--- src/rtl/core/cwbsc_pkg.sv ---
`timescale 1ns / 1ps
// ----------------------------------------------------------------------------
// cwbsc_pkg
// Shared types and constants of the CLOCK write-back sector cache.
// ----------------------------------------------------------------------------
package cwbsc_pkg;

    localparam int DEF_LINES = 32;
    localparam int NCOUNT    = 7;

    typedef enum logic [2:0] {
        REQ_READ  = 3'd0,
        REQ_WRITE = 3'd1,
        REQ_FLUSH = 3'd2,
        REQ_RDCNT = 3'd3,
        REQ_CLR   = 3'd4
    } req_t;

    typedef enum logic [1:0] {
        KIND_DONE = 2'd0,
        KIND_WB   = 2'd1,
        KIND_CNT  = 2'd2
    } kind_t;

    localparam logic [2:0] CNT_HIT   = 3'd0;
    localparam logic [2:0] CNT_MISS  = 3'd1;
    localparam logic [2:0] CNT_EVICT = 3'd2;
    localparam logic [2:0] CNT_WRITE = 3'd3;
    localparam logic [2:0] CNT_WBACK = 3'd4;
    localparam logic [2:0] CNT_DIRTY = 3'd5;

    typedef enum logic [2:0] {
        ST_IDLE,
        ST_LOOK,
        ST_SWEEP,
        ST_FLUSH,
        ST_COUNT,
        ST_EMIT
    } state_t;

    typedef struct packed {
        logic [2:0]  req_type;
        logic [31:0] sector;
        logic        fill_ok;
        logic [2:0]  counter_select;
    } in_word_t;

    typedef struct packed {
        logic [1:0]  kind;
        logic [31:0] target_sector;
        logic [4:0]  line_index;
        logic        hit;
        logic        fill_needed;
        logic        status;
        logic [31:0] counter_value;
        logic        last;
    } out_word_t;

endpackage

--- src/rtl/core/cwbsc_if.sv ---
`timescale 1ns / 1ps
// ----------------------------------------------------------------------------
// cwbsc_in_if / cwbsc_out_if
// Valid/ready channels for request and result words.
// ----------------------------------------------------------------------------
interface cwbsc_in_if;
    logic                     valid;
    logic                     ready;
    cwbsc_pkg::in_word_t      data;
    modport source (output valid, output data, input ready);
    modport sink   (input valid, input data, output ready);
endinterface

interface cwbsc_out_if;
    logic                     valid;
    logic                     ready;
    cwbsc_pkg::out_word_t     data;
    modport source (output valid, output data, input ready);
    modport sink   (input valid, input data, output ready);
endinterface

--- src/rtl/core/clock_write_back_sector_cache.sv ---
`timescale 1ns / 1ps
// ----------------------------------------------------------------------------
// clock_write_back_sector_cache
// Fully associative write-back sector cache tag/policy controller with
// CLOCK replacement. One shared compare unit scans a line per unstalled cycle.
// ----------------------------------------------------------------------------
//  channel   dir   word
//  req       in    req_type, sector, fill_ok, counter_select
//  rsp       out   kind, target_sector, line_index, hit, fill_needed,
//                  status, counter_value, last
//
//  One line is examined per cycle by the shared tag compare; sweep, flush
//  and emit steps wait while rsp holds an untaken word. A hit ends the
//  lookup at its line, a miss scans all lines and sweeps the CLOCK hand,
//  flush and counter reads walk all lines, clear and unused requests skip
//  the scan. The final word then loads into rsp; req is ready again the cycle
//  after. Reset clears all line state, the hand and the counters.
// ----------------------------------------------------------------------------
module clock_write_back_sector_cache #(
    parameter int LINES = cwbsc_pkg::DEF_LINES
) (
    input  logic        clk,
    input  logic        rst_n,
    cwbsc_in_if.sink    req,
    cwbsc_out_if.source rsp
);
    import cwbsc_pkg::*;

    localparam int IW = (LINES > 1) ? $clog2(LINES) : 1;

    logic [LINES-1:0]  valid_reg, valid_next;
    logic [LINES-1:0]  dirty_reg, dirty_next;
    logic [LINES-1:0]  ref_reg, ref_next;
    logic [31:0]       tag_reg [LINES];
    logic              tag_we;
    logic [IW-1:0]     tag_wa;
    logic [IW-1:0]     hand_reg, hand_next;
    logic [31:0]       cnt_reg [NCOUNT];
    logic [31:0]       cnt_next [NCOUNT];

    state_t            state_reg, state_next;
    in_word_t          cur_reg, cur_next;
    logic [IW-1:0]     idx_reg, idx_next;
    logic [IW:0]       dcnt_reg, dcnt_next;
    out_word_t         out_reg, out_next;
    out_word_t         hold_reg, hold_next;
    logic              out_valid_reg, out_valid_next;

    logic [IW-1:0]     idx_inc, hand_inc;
    logic              hit_now;
    logic [4:0]        idx5, hand5;
    logic              out_free;
    logic [IW:0]       dsum;
    logic [31:0]       sel_val;

    assign idx_inc  = (idx_reg == IW'(LINES - 1)) ? '0 : idx_reg + 1'b1;
    assign hand_inc = (hand_reg == IW'(LINES - 1)) ? '0 : hand_reg + 1'b1;
    assign hit_now  = valid_reg[idx_reg] && (tag_reg[idx_reg] == cur_reg.sector);
    assign idx5     = 5'(idx_reg);
    assign hand5    = 5'(hand_reg);
    assign dsum     = dcnt_reg + (IW+1)'(valid_reg[idx_reg] && dirty_reg[idx_reg]);

    assign req.ready = (state_reg == ST_IDLE);
    assign rsp.valid = out_valid_reg;
    assign rsp.data  = out_reg;
    assign out_free  = !out_valid_reg || rsp.ready;

    function automatic logic [31:0] sat_inc(input logic [31:0] v);
        return (v == 32'hFFFF_FFFF) ? v : v + 32'd1;
    endfunction

    always_comb
    begin
        unique case (cur_reg.counter_select) inside
            CNT_HIT, CNT_MISS, CNT_EVICT, CNT_WRITE, CNT_WBACK:
                sel_val = cnt_reg[cur_reg.counter_select];
            CNT_DIRTY:
                sel_val = 32'(dsum);
            default:
                sel_val = '0;
        endcase
    end

    always_ff @(posedge clk or negedge rst_n)
    begin
        if (!rst_n)
        begin
            state_reg     <= ST_IDLE;
            valid_reg     <= '0;
            dirty_reg     <= '0;
            ref_reg       <= '0;
            hand_reg      <= '0;
            cur_reg       <= '0;
            idx_reg       <= '0;
            dcnt_reg      <= '0;
            out_reg       <= '0;
            hold_reg      <= '0;
            out_valid_reg <= 1'b0;
            for (int i = 0; i < NCOUNT; i++)
                cnt_reg[i] <= '0;
            for (int i = 0; i < LINES; i++)
                tag_reg[i] <= '0;
        end
        else
        begin
            state_reg     <= state_next;
            valid_reg     <= valid_next;
            dirty_reg     <= dirty_next;
            ref_reg       <= ref_next;
            hand_reg      <= hand_next;
            cur_reg       <= cur_next;
            idx_reg       <= idx_next;
            dcnt_reg      <= dcnt_next;
            out_reg       <= out_next;
            hold_reg      <= hold_next;
            out_valid_reg <= out_valid_next;
            for (int i = 0; i < NCOUNT; i++)
                cnt_reg[i] <= cnt_next[i];
            if (tag_we)
                tag_reg[tag_wa] <= cur_reg.sector;
        end
    end

    always_comb
    begin
        state_next     = state_reg;
        valid_next     = valid_reg;
        dirty_next     = dirty_reg;
        ref_next       = ref_reg;
        hand_next      = hand_reg;
        cur_next       = cur_reg;
        idx_next       = idx_reg;
        dcnt_next      = dcnt_reg;
        out_next       = out_reg;
        hold_next      = hold_reg;
        out_valid_next = out_valid_reg;
        tag_we         = 1'b0;
        tag_wa         = hand_reg;
        for (int i = 0; i < NCOUNT; i++)
            cnt_next[i] = cnt_reg[i];
        if (out_valid_reg && rsp.ready)
            out_valid_next = 1'b0;
        unique case (state_reg)
            ST_IDLE:
            begin
                if (req.valid)
                begin
                    cur_next  = req.data;
                    idx_next  = '0;
                    dcnt_next = '0;
                    unique case (req.data.req_type) inside
                        REQ_READ, REQ_WRITE: state_next = ST_LOOK;
                        REQ_FLUSH:           state_next = ST_FLUSH;
                        REQ_RDCNT:           state_next = ST_COUNT;
                        default:
                        begin
                            if (req.data.req_type == REQ_CLR)
                                for (int i = 0; i < NCOUNT; i++)
                                    cnt_next[i] = '0;
                            hold_next  = '{kind: KIND_DONE, last: 1'b1, default: '0};
                            state_next = ST_EMIT;
                        end
                    endcase
                end
            end
            ST_LOOK:
            begin
                if (hit_now)
                begin
                    cnt_next[CNT_HIT] = sat_inc(cnt_reg[CNT_HIT]);
                    ref_next[idx_reg] = 1'b1;
                    if (cur_reg.req_type == REQ_WRITE)
                    begin
                        dirty_next[idx_reg] = 1'b1;
                        cnt_next[CNT_WRITE] = sat_inc(cnt_reg[CNT_WRITE]);
                    end
                    hold_next  = '{kind: KIND_DONE, target_sector: cur_reg.sector,
                                   line_index: idx5, hit: 1'b1, last: 1'b1,
                                   default: '0};
                    state_next = ST_EMIT;
                end
                else if (idx_reg == IW'(LINES - 1))
                begin
                    cnt_next[CNT_MISS] = sat_inc(cnt_reg[CNT_MISS]);
                    state_next = ST_SWEEP;
                end
                else
                    idx_next = idx_inc;
            end
            ST_SWEEP:
            begin
                if (out_free)
                begin
                    hand_next = hand_inc;
                    if (valid_reg[hand_reg] && ref_reg[hand_reg])
                        ref_next[hand_reg] = 1'b0;
                    else
                    begin
                        if (valid_reg[hand_reg])
                        begin
                            cnt_next[CNT_EVICT] = sat_inc(cnt_reg[CNT_EVICT]);
                            if (dirty_reg[hand_reg])
                            begin
                                cnt_next[CNT_WBACK] = sat_inc(cnt_reg[CNT_WBACK]);
                                out_next = '{kind: KIND_WB,
                                             target_sector: tag_reg[hand_reg],
                                             line_index: hand5, default: '0};
                                out_valid_next = 1'b1;
                            end
                        end
                        tag_we = 1'b1;
                        tag_wa = hand_reg;
                        if (cur_reg.req_type == REQ_WRITE)
                        begin
                            valid_next[hand_reg] = 1'b1;
                            dirty_next[hand_reg] = 1'b1;
                            ref_next[hand_reg]   = 1'b1;
                            cnt_next[CNT_WRITE]  = sat_inc(cnt_reg[CNT_WRITE]);
                        end
                        else
                        begin
                            valid_next[hand_reg] = cur_reg.fill_ok;
                            dirty_next[hand_reg] = 1'b0;
                            ref_next[hand_reg]   = cur_reg.fill_ok;
                        end
                        hold_next  = '{kind: KIND_DONE, target_sector: cur_reg.sector,
                                       line_index: hand5,
                                       fill_needed: (cur_reg.req_type == REQ_READ),
                                       status: (cur_reg.req_type == REQ_READ)
                                               && !cur_reg.fill_ok,
                                       last: 1'b1, default: '0};
                        state_next = ST_EMIT;
                    end
                end
            end
            ST_FLUSH:
            begin
                if (out_free)
                begin
                    if (valid_reg[idx_reg] && dirty_reg[idx_reg])
                    begin
                        dirty_next[idx_reg] = 1'b0;
                        cnt_next[CNT_WBACK] = sat_inc(cnt_reg[CNT_WBACK]);
                        out_next = '{kind: KIND_WB, target_sector: tag_reg[idx_reg],
                                     line_index: idx5, default: '0};
                        out_valid_next = 1'b1;
                    end
                    if (idx_reg == IW'(LINES - 1))
                    begin
                        hold_next  = '{kind: KIND_DONE, last: 1'b1, default: '0};
                        state_next = ST_EMIT;
                    end
                    else
                        idx_next = idx_inc;
                end
            end
            ST_COUNT:
            begin
                dcnt_next = dsum;
                if (idx_reg == IW'(LINES - 1))
                begin
                    cnt_next[CNT_DIRTY] = 32'(dsum);
                    hold_next  = '{kind: KIND_CNT, counter_value: sel_val, last: 1'b1,
                                   default: '0};
                    state_next = ST_EMIT;
                end
                else
                    idx_next = idx_inc;
            end
            ST_EMIT:
            begin
                if (out_free)
                begin
                    out_next       = hold_reg;
                    out_valid_next = 1'b1;
                    state_next     = ST_IDLE;
                end
            end
            default:
                state_next = ST_IDLE;
        endcase
    end

endmodule
--- src/flat_wrapper.sv ---
// flat-port wrapper written by rule: the top's interface ports become plain ports
module clock_write_back_sector_cache_flat import cwbsc_pkg::*;
#(
    parameter int LINES = cwbsc_pkg::DEF_LINES
)
  (clk, rst_n, req_valid, req_data, req_ready, rsp_valid, rsp_data, rsp_ready);
  cwbsc_in_if req_i ();
  cwbsc_out_if rsp_i ();
  input  logic clk;
  input  logic rst_n;
  input wire logic [$bits(req_i.valid)-1:0] req_valid;
  input wire logic [$bits(req_i.data)-1:0] req_data;
  output wire logic [$bits(req_i.ready)-1:0] req_ready;
  output wire logic [$bits(rsp_i.valid)-1:0] rsp_valid;
  output wire logic [$bits(rsp_i.data)-1:0] rsp_data;
  input wire logic [$bits(rsp_i.ready)-1:0] rsp_ready;
  assign req_i.valid = req_valid;
  assign req_i.data = req_data;
  assign req_ready = req_i.ready;
  assign rsp_valid = rsp_i.valid;
  assign rsp_data = rsp_i.data;
  assign rsp_i.ready = rsp_ready;
  clock_write_back_sector_cache #(.LINES(LINES)) u_core (.clk(clk), .rst_n(rst_n), .req(req_i), .rsp(rsp_i));
endmodule
--- config.mk ---
export PLATFORM = sky130hd
export DESIGN_NAME = clock_write_back_sector_cache_flat
export DESIGN_NICKNAME = d
export VERILOG_FILES = /design/src/rtl/core/cwbsc_pkg.sv /design/src/rtl/core/cwbsc_if.sv /design/src/rtl/core/clock_write_back_sector_cache.sv /design/src/flat_wrapper.sv
export SDC_FILE = /design/constraint.sdc
export NUM_CORES = 2
export LEC_CHECK = 0
export BUFFER_PORTS_ARGS = -buffer_cell sky130_fd_sc_hd__buf_2
export CAP_MARGIN = 10
export CELL_PAD_IN_SITES_DETAIL_PLACEMENT = 1
export CELL_PAD_IN_SITES_GLOBAL_PLACEMENT = 1
export CORE_AREA = 2 2 403 405
export CTS_BUF_LIST = sky130_fd_sc_hd__clkbuf_4 sky130_fd_sc_hd__clkbuf_8 sky130_fd_sc_hd__clkbuf_16
export DETAILED_ROUTE_END_ITERATION = 8
export DIE_AREA = 0 0 405 407
export PLACE_DENSITY = 0.76
export SYNTH_ARGS = -nofsm -noshare
export SYNTH_HDL_FRONTEND = slang
export SYNTH_SLANG_ARGS = --single-unit
--- constraint.sdc ---
create_clock -name clk -period 5.7 [get_ports clk]
set_input_delay 1.14 -clock clk [delete_from_list [all_inputs] [get_ports clk]]
set_output_delay 1.14 -clock clk [all_outputs]
set_load 0.02 [all_outputs]
==> key figures <==
Run
  • MaxCap Viol Count: 0

Synthesis
  • Sequential share of the synthesized area: 46.59%
  • Cell Area, Synth: ~80000 µm²
  • Synth area leaders: dfrtp_1 (47%), mux2_2 (16%), mux4_2 (9.9%)
  • EDFF count, synth: 0
  • Cells after Synth: roughly 6600
  • Synth Register Bits: approximately 1500
  • Net Count, Synth: 6681
  • Yosys top cell area share: 46.59%
  • Ys Warns: 0
  • Post-synth cell types: 78
  • Synth cell count leaders: dfrtp_1 (1488), mux2_2 (1119), mux2i_1 (536)
  • Dominant cell type by area after synthesis: dfrtp_1
  • Asr flop ratio synth: 100.0%
  • Mean post-synth cell area: 12.07 µm²
  • Most common cell in the synthesized netlist: dfrtp_1
  • Prevailing post-synth register cell: dfrtp_1

Worst setup path
  • Critical path's slowest cell: dfrtp_1
  • Crit path largest cell delay: 0.82 ns
  • Data required time at the worst endpoint: 6.37 ns
  • Setup crit end kind: flip-flop
  • Worst Reg-to-Reg Cells: 13
  • Critical path class: flip-flop to flip-flop
  • Cell repeated most along the worst path: buf_4
  • Startpoint Class: flip-flop
  • Critical Path AT: 6.29 ns
  • Critical Path, Cell by Cell: or4b_2 > buf_4 > o22ai_1 > nor4_1 > a21oi_1 > a221oi_2 > nand4_1 > nor4_4 > buf_4 > nand3_1 > a31oi_4 > buf_12 > o2bb2ai_1
  • CP Max Fanout: 37

Floorplan
  • I/O Pins: 120
  • Rows: 147
  • Initial Util: 49.89%
  • Die Wd: 405 µm
  • Core area: 160200 µm²
  • Die area: 164800 µm²
  • Die Height: between 400 and 500 µm

Routing
  • Routed WL per cell: 34.95 µm
  • Vias per cell: between 7 and 8
  • 1st-iter DRT viols: roughly 7600
  • Via Count: around 63000
  • DR pass1 iterations: 6
  • Drt total wl: 309200 µm
  • DRC Markers: 0
  • Final antenna-violating net count: 0

Cells and area
  • Area taken by multi-input logic gates: 40160 µm²
  • Area grow syn2layout: 12.57%
  • FILL cells: between 15000 and 20000
  • Number of flip-flops under the largest register name: 1024
  • Register Area: 37260 µm²
  • Layout cells sized above 1: 33.90%
  • Fin nets: 6612
  • Final core utilization: 56.16%

STA
  • Period utilization: 98.50%
  • WHS: ~0.28 ns
  • Setup TNS: 0 ns
  • Clock Skews: 0.04129 ns
  • Max Slew Vio Count: 0
  • Final setup viols: 0
  • F_max: between 150 and 200 MHz
  • Minimum clock period: ~5.6 ns
  • Slew @ Worst Pin: ~1.3 ns
  • Final hold violations: 0
  • Relative slew margins: 16.10%

CTS
  • Cts bufs inserted: ~170
  • CTS Buffer Depth: 3
  • Clk slew on worst S/H paths: 0.07 ns
  • Clk sinks: ~1500
  • H-tree depth: 4
  • Hold buffer count at CTS: 0
  • CTS tree: yes
  • Clk_lat worst skew: approximately 0.8 ns
  • CTS root buf: clkbuf_16

Global route
  • First-pass GRT wire length: 456000 µm
  • Number of global-route vias before repair: between 60000 and 70000
  • Largest net degree at the start of global routing: 175
  • Gr ovfl total: 0
  • Tot GR Track Use: between 30% and 40%
  • Initial antenna violation count: 6

Worst hold path
  • Hold crit path type: primary input to async pin

Power and ir drop
  • VDD IR max: between 0.0004 and 0.0005 V
  • Leak: 38.86 nW
  • Pwr per Cell Area: 446.9 nW/µm²

Status
  • Outcome: finished clean

Placement
  • GP Congestion: between 0.9 and 1
  • Post-DP HPWL: roughly 180000 µm
  • # port buffers: between 100 and 150
worst max-delay path: cells and delay by family (launching register included):
family	cells	cell delay, ns
AO/OA/AOI/OAI	5	1.53
buffers and inverters	3	1.04
flip-flops	1	0.82
AND/OR/NAND/NOR	5	2.01
cell usage in the layout (no fill, tap or decap), types with 20 or more instances in the layout:
| master | count |
|---|---|
| o31ai_1 | 35 |
| mux2_2 | 1119 |
| clkinv_2 | 33 |
| o2bb2ai_1 | 32 |
| buf_12 | 71 |
| dfrtp_1 | 1479 |
| and3_1 | 53 |
| clkbuf_8 | 35 |
| mux4_2 | 352 |
| a31oi_1 | 27 |
| a21o_1 | 31 |
| nand2b_1 | 43 |
| o22ai_1 | 301 |
| nand4_1 | 40 |
| o21ai_0 | 235 |
| a22o_1 | 41 |
| and2_1 | 22 |
| or3_1 | 20 |
| nor2_1 | 164 |
| mux2i_1 | 536 |
| nand2_1 | 404 |
| buf_4 | 207 |
| clkbuf_4 | 31 |
| nand3_1 | 141 |
| a211oi_1 | 32 |
| xnor2_1 | 25 |
| clkbuf_16 | 172 |
| nor4_1 | 78 |
| nor3_1 | 25 |
| a22oi_1 | 93 |
| or4_1 | 32 |
| nor2_4 | 34 |
| inv_1 | 118 |
| a21oi_1 | 201 |
| buf_2 | 118 |
| xor2_1 | 39 |
path summary, 6_finish.rpt:
path	slack, ns	to	start
min in group clk	0.47	u_core.rsp.data[3]$_DFFE_PN0P_	u_core.rsp.data[3]$_DFFE_PN0P_
worst min register to register	0.47	u_core.rsp.data[3]$_DFFE_PN0P_	u_core.rsp.data[3]$_DFFE_PN0P_
worst max register to register	0.09	u_core.hold_reg[50]$_DFFE_PN0P_	u_core.idx5[4]$_DFFE_PN0P_
max in group asynchronous	3.64	u_core.tag_reg[1019]$_DFFE_PN0P_	rst_n
worst max-delay path	0.09	u_core.hold_reg[50]$_DFFE_PN0P_	u_core.idx5[4]$_DFFE_PN0P_
worst min-delay path	0.28	u_core.cnt_reg[86]$_DFFE_PN0P_	rst_n
metal layers:
layer	track usage [%]	part of all wire, %	vias up
met5	0.3568	0.017	-
met4	23.70	6.8	6
met3	10.22	10	1111
met2	56.86	45	3841
met1	47.80	38	32890
li1	-	-	24700
cells by family after synthesis:
logic type,after synthesis,synth area share (%)
buf+inv,753,3.814
mux,2007,32.40
xor+xnor,65,0.7123
flops,1488,46.59
simple gates,1149,7.097
fa+ha+maj,17,0.2661
compound gates,1142,9.122
through the flow:
step                      setup slack, ns  area, µm²  power [W]  instances
after floorplan                     1.747      79920    0.02239       6621
after global placement            0.08296      84070    0.02773       8538
after detailed placement         -0.08074      84070    0.02816       8538
after CTS                         0.09770      89880    0.03974       8838
after global routing             -0.01178      89960    0.04139       8844
final                             0.08570      89970    0.04021       8848
where the power goes:
| part | switching [W] | total [W] | internal, W |
|---|---|---|---|
| Combinational | 0.00972 | 0.0149 | 0.00518 |
| Sequential | 0.00181 | 0.0138 | 0.0120 |
| Clock | 0.00470 | 0.0115 | 0.00681 |
area by class of cell:
cell class                      instances  share of cell area [%]
Clock inverter                         62                  0.8817
Tap cell                             2160                   3.004
Timing Repair Buffer                  396                   3.964
Antenna cell                            4                 0.01113
Sequential cell                      1488                   41.42
Clock buffer                          238                   5.578
Inverter                              120                  0.5007
Multi-Input combinational cell       4380                   44.64
repair_timing:
action	in CTS	in global routing
endpoints found under the setup margin	11	180
setup buffers	0	5
gates resized for setup	1	3
pin swaps	0	1
endpoints found under the hold margin	0	0
No activity file was read; power rests on OpenSTA's default activity.
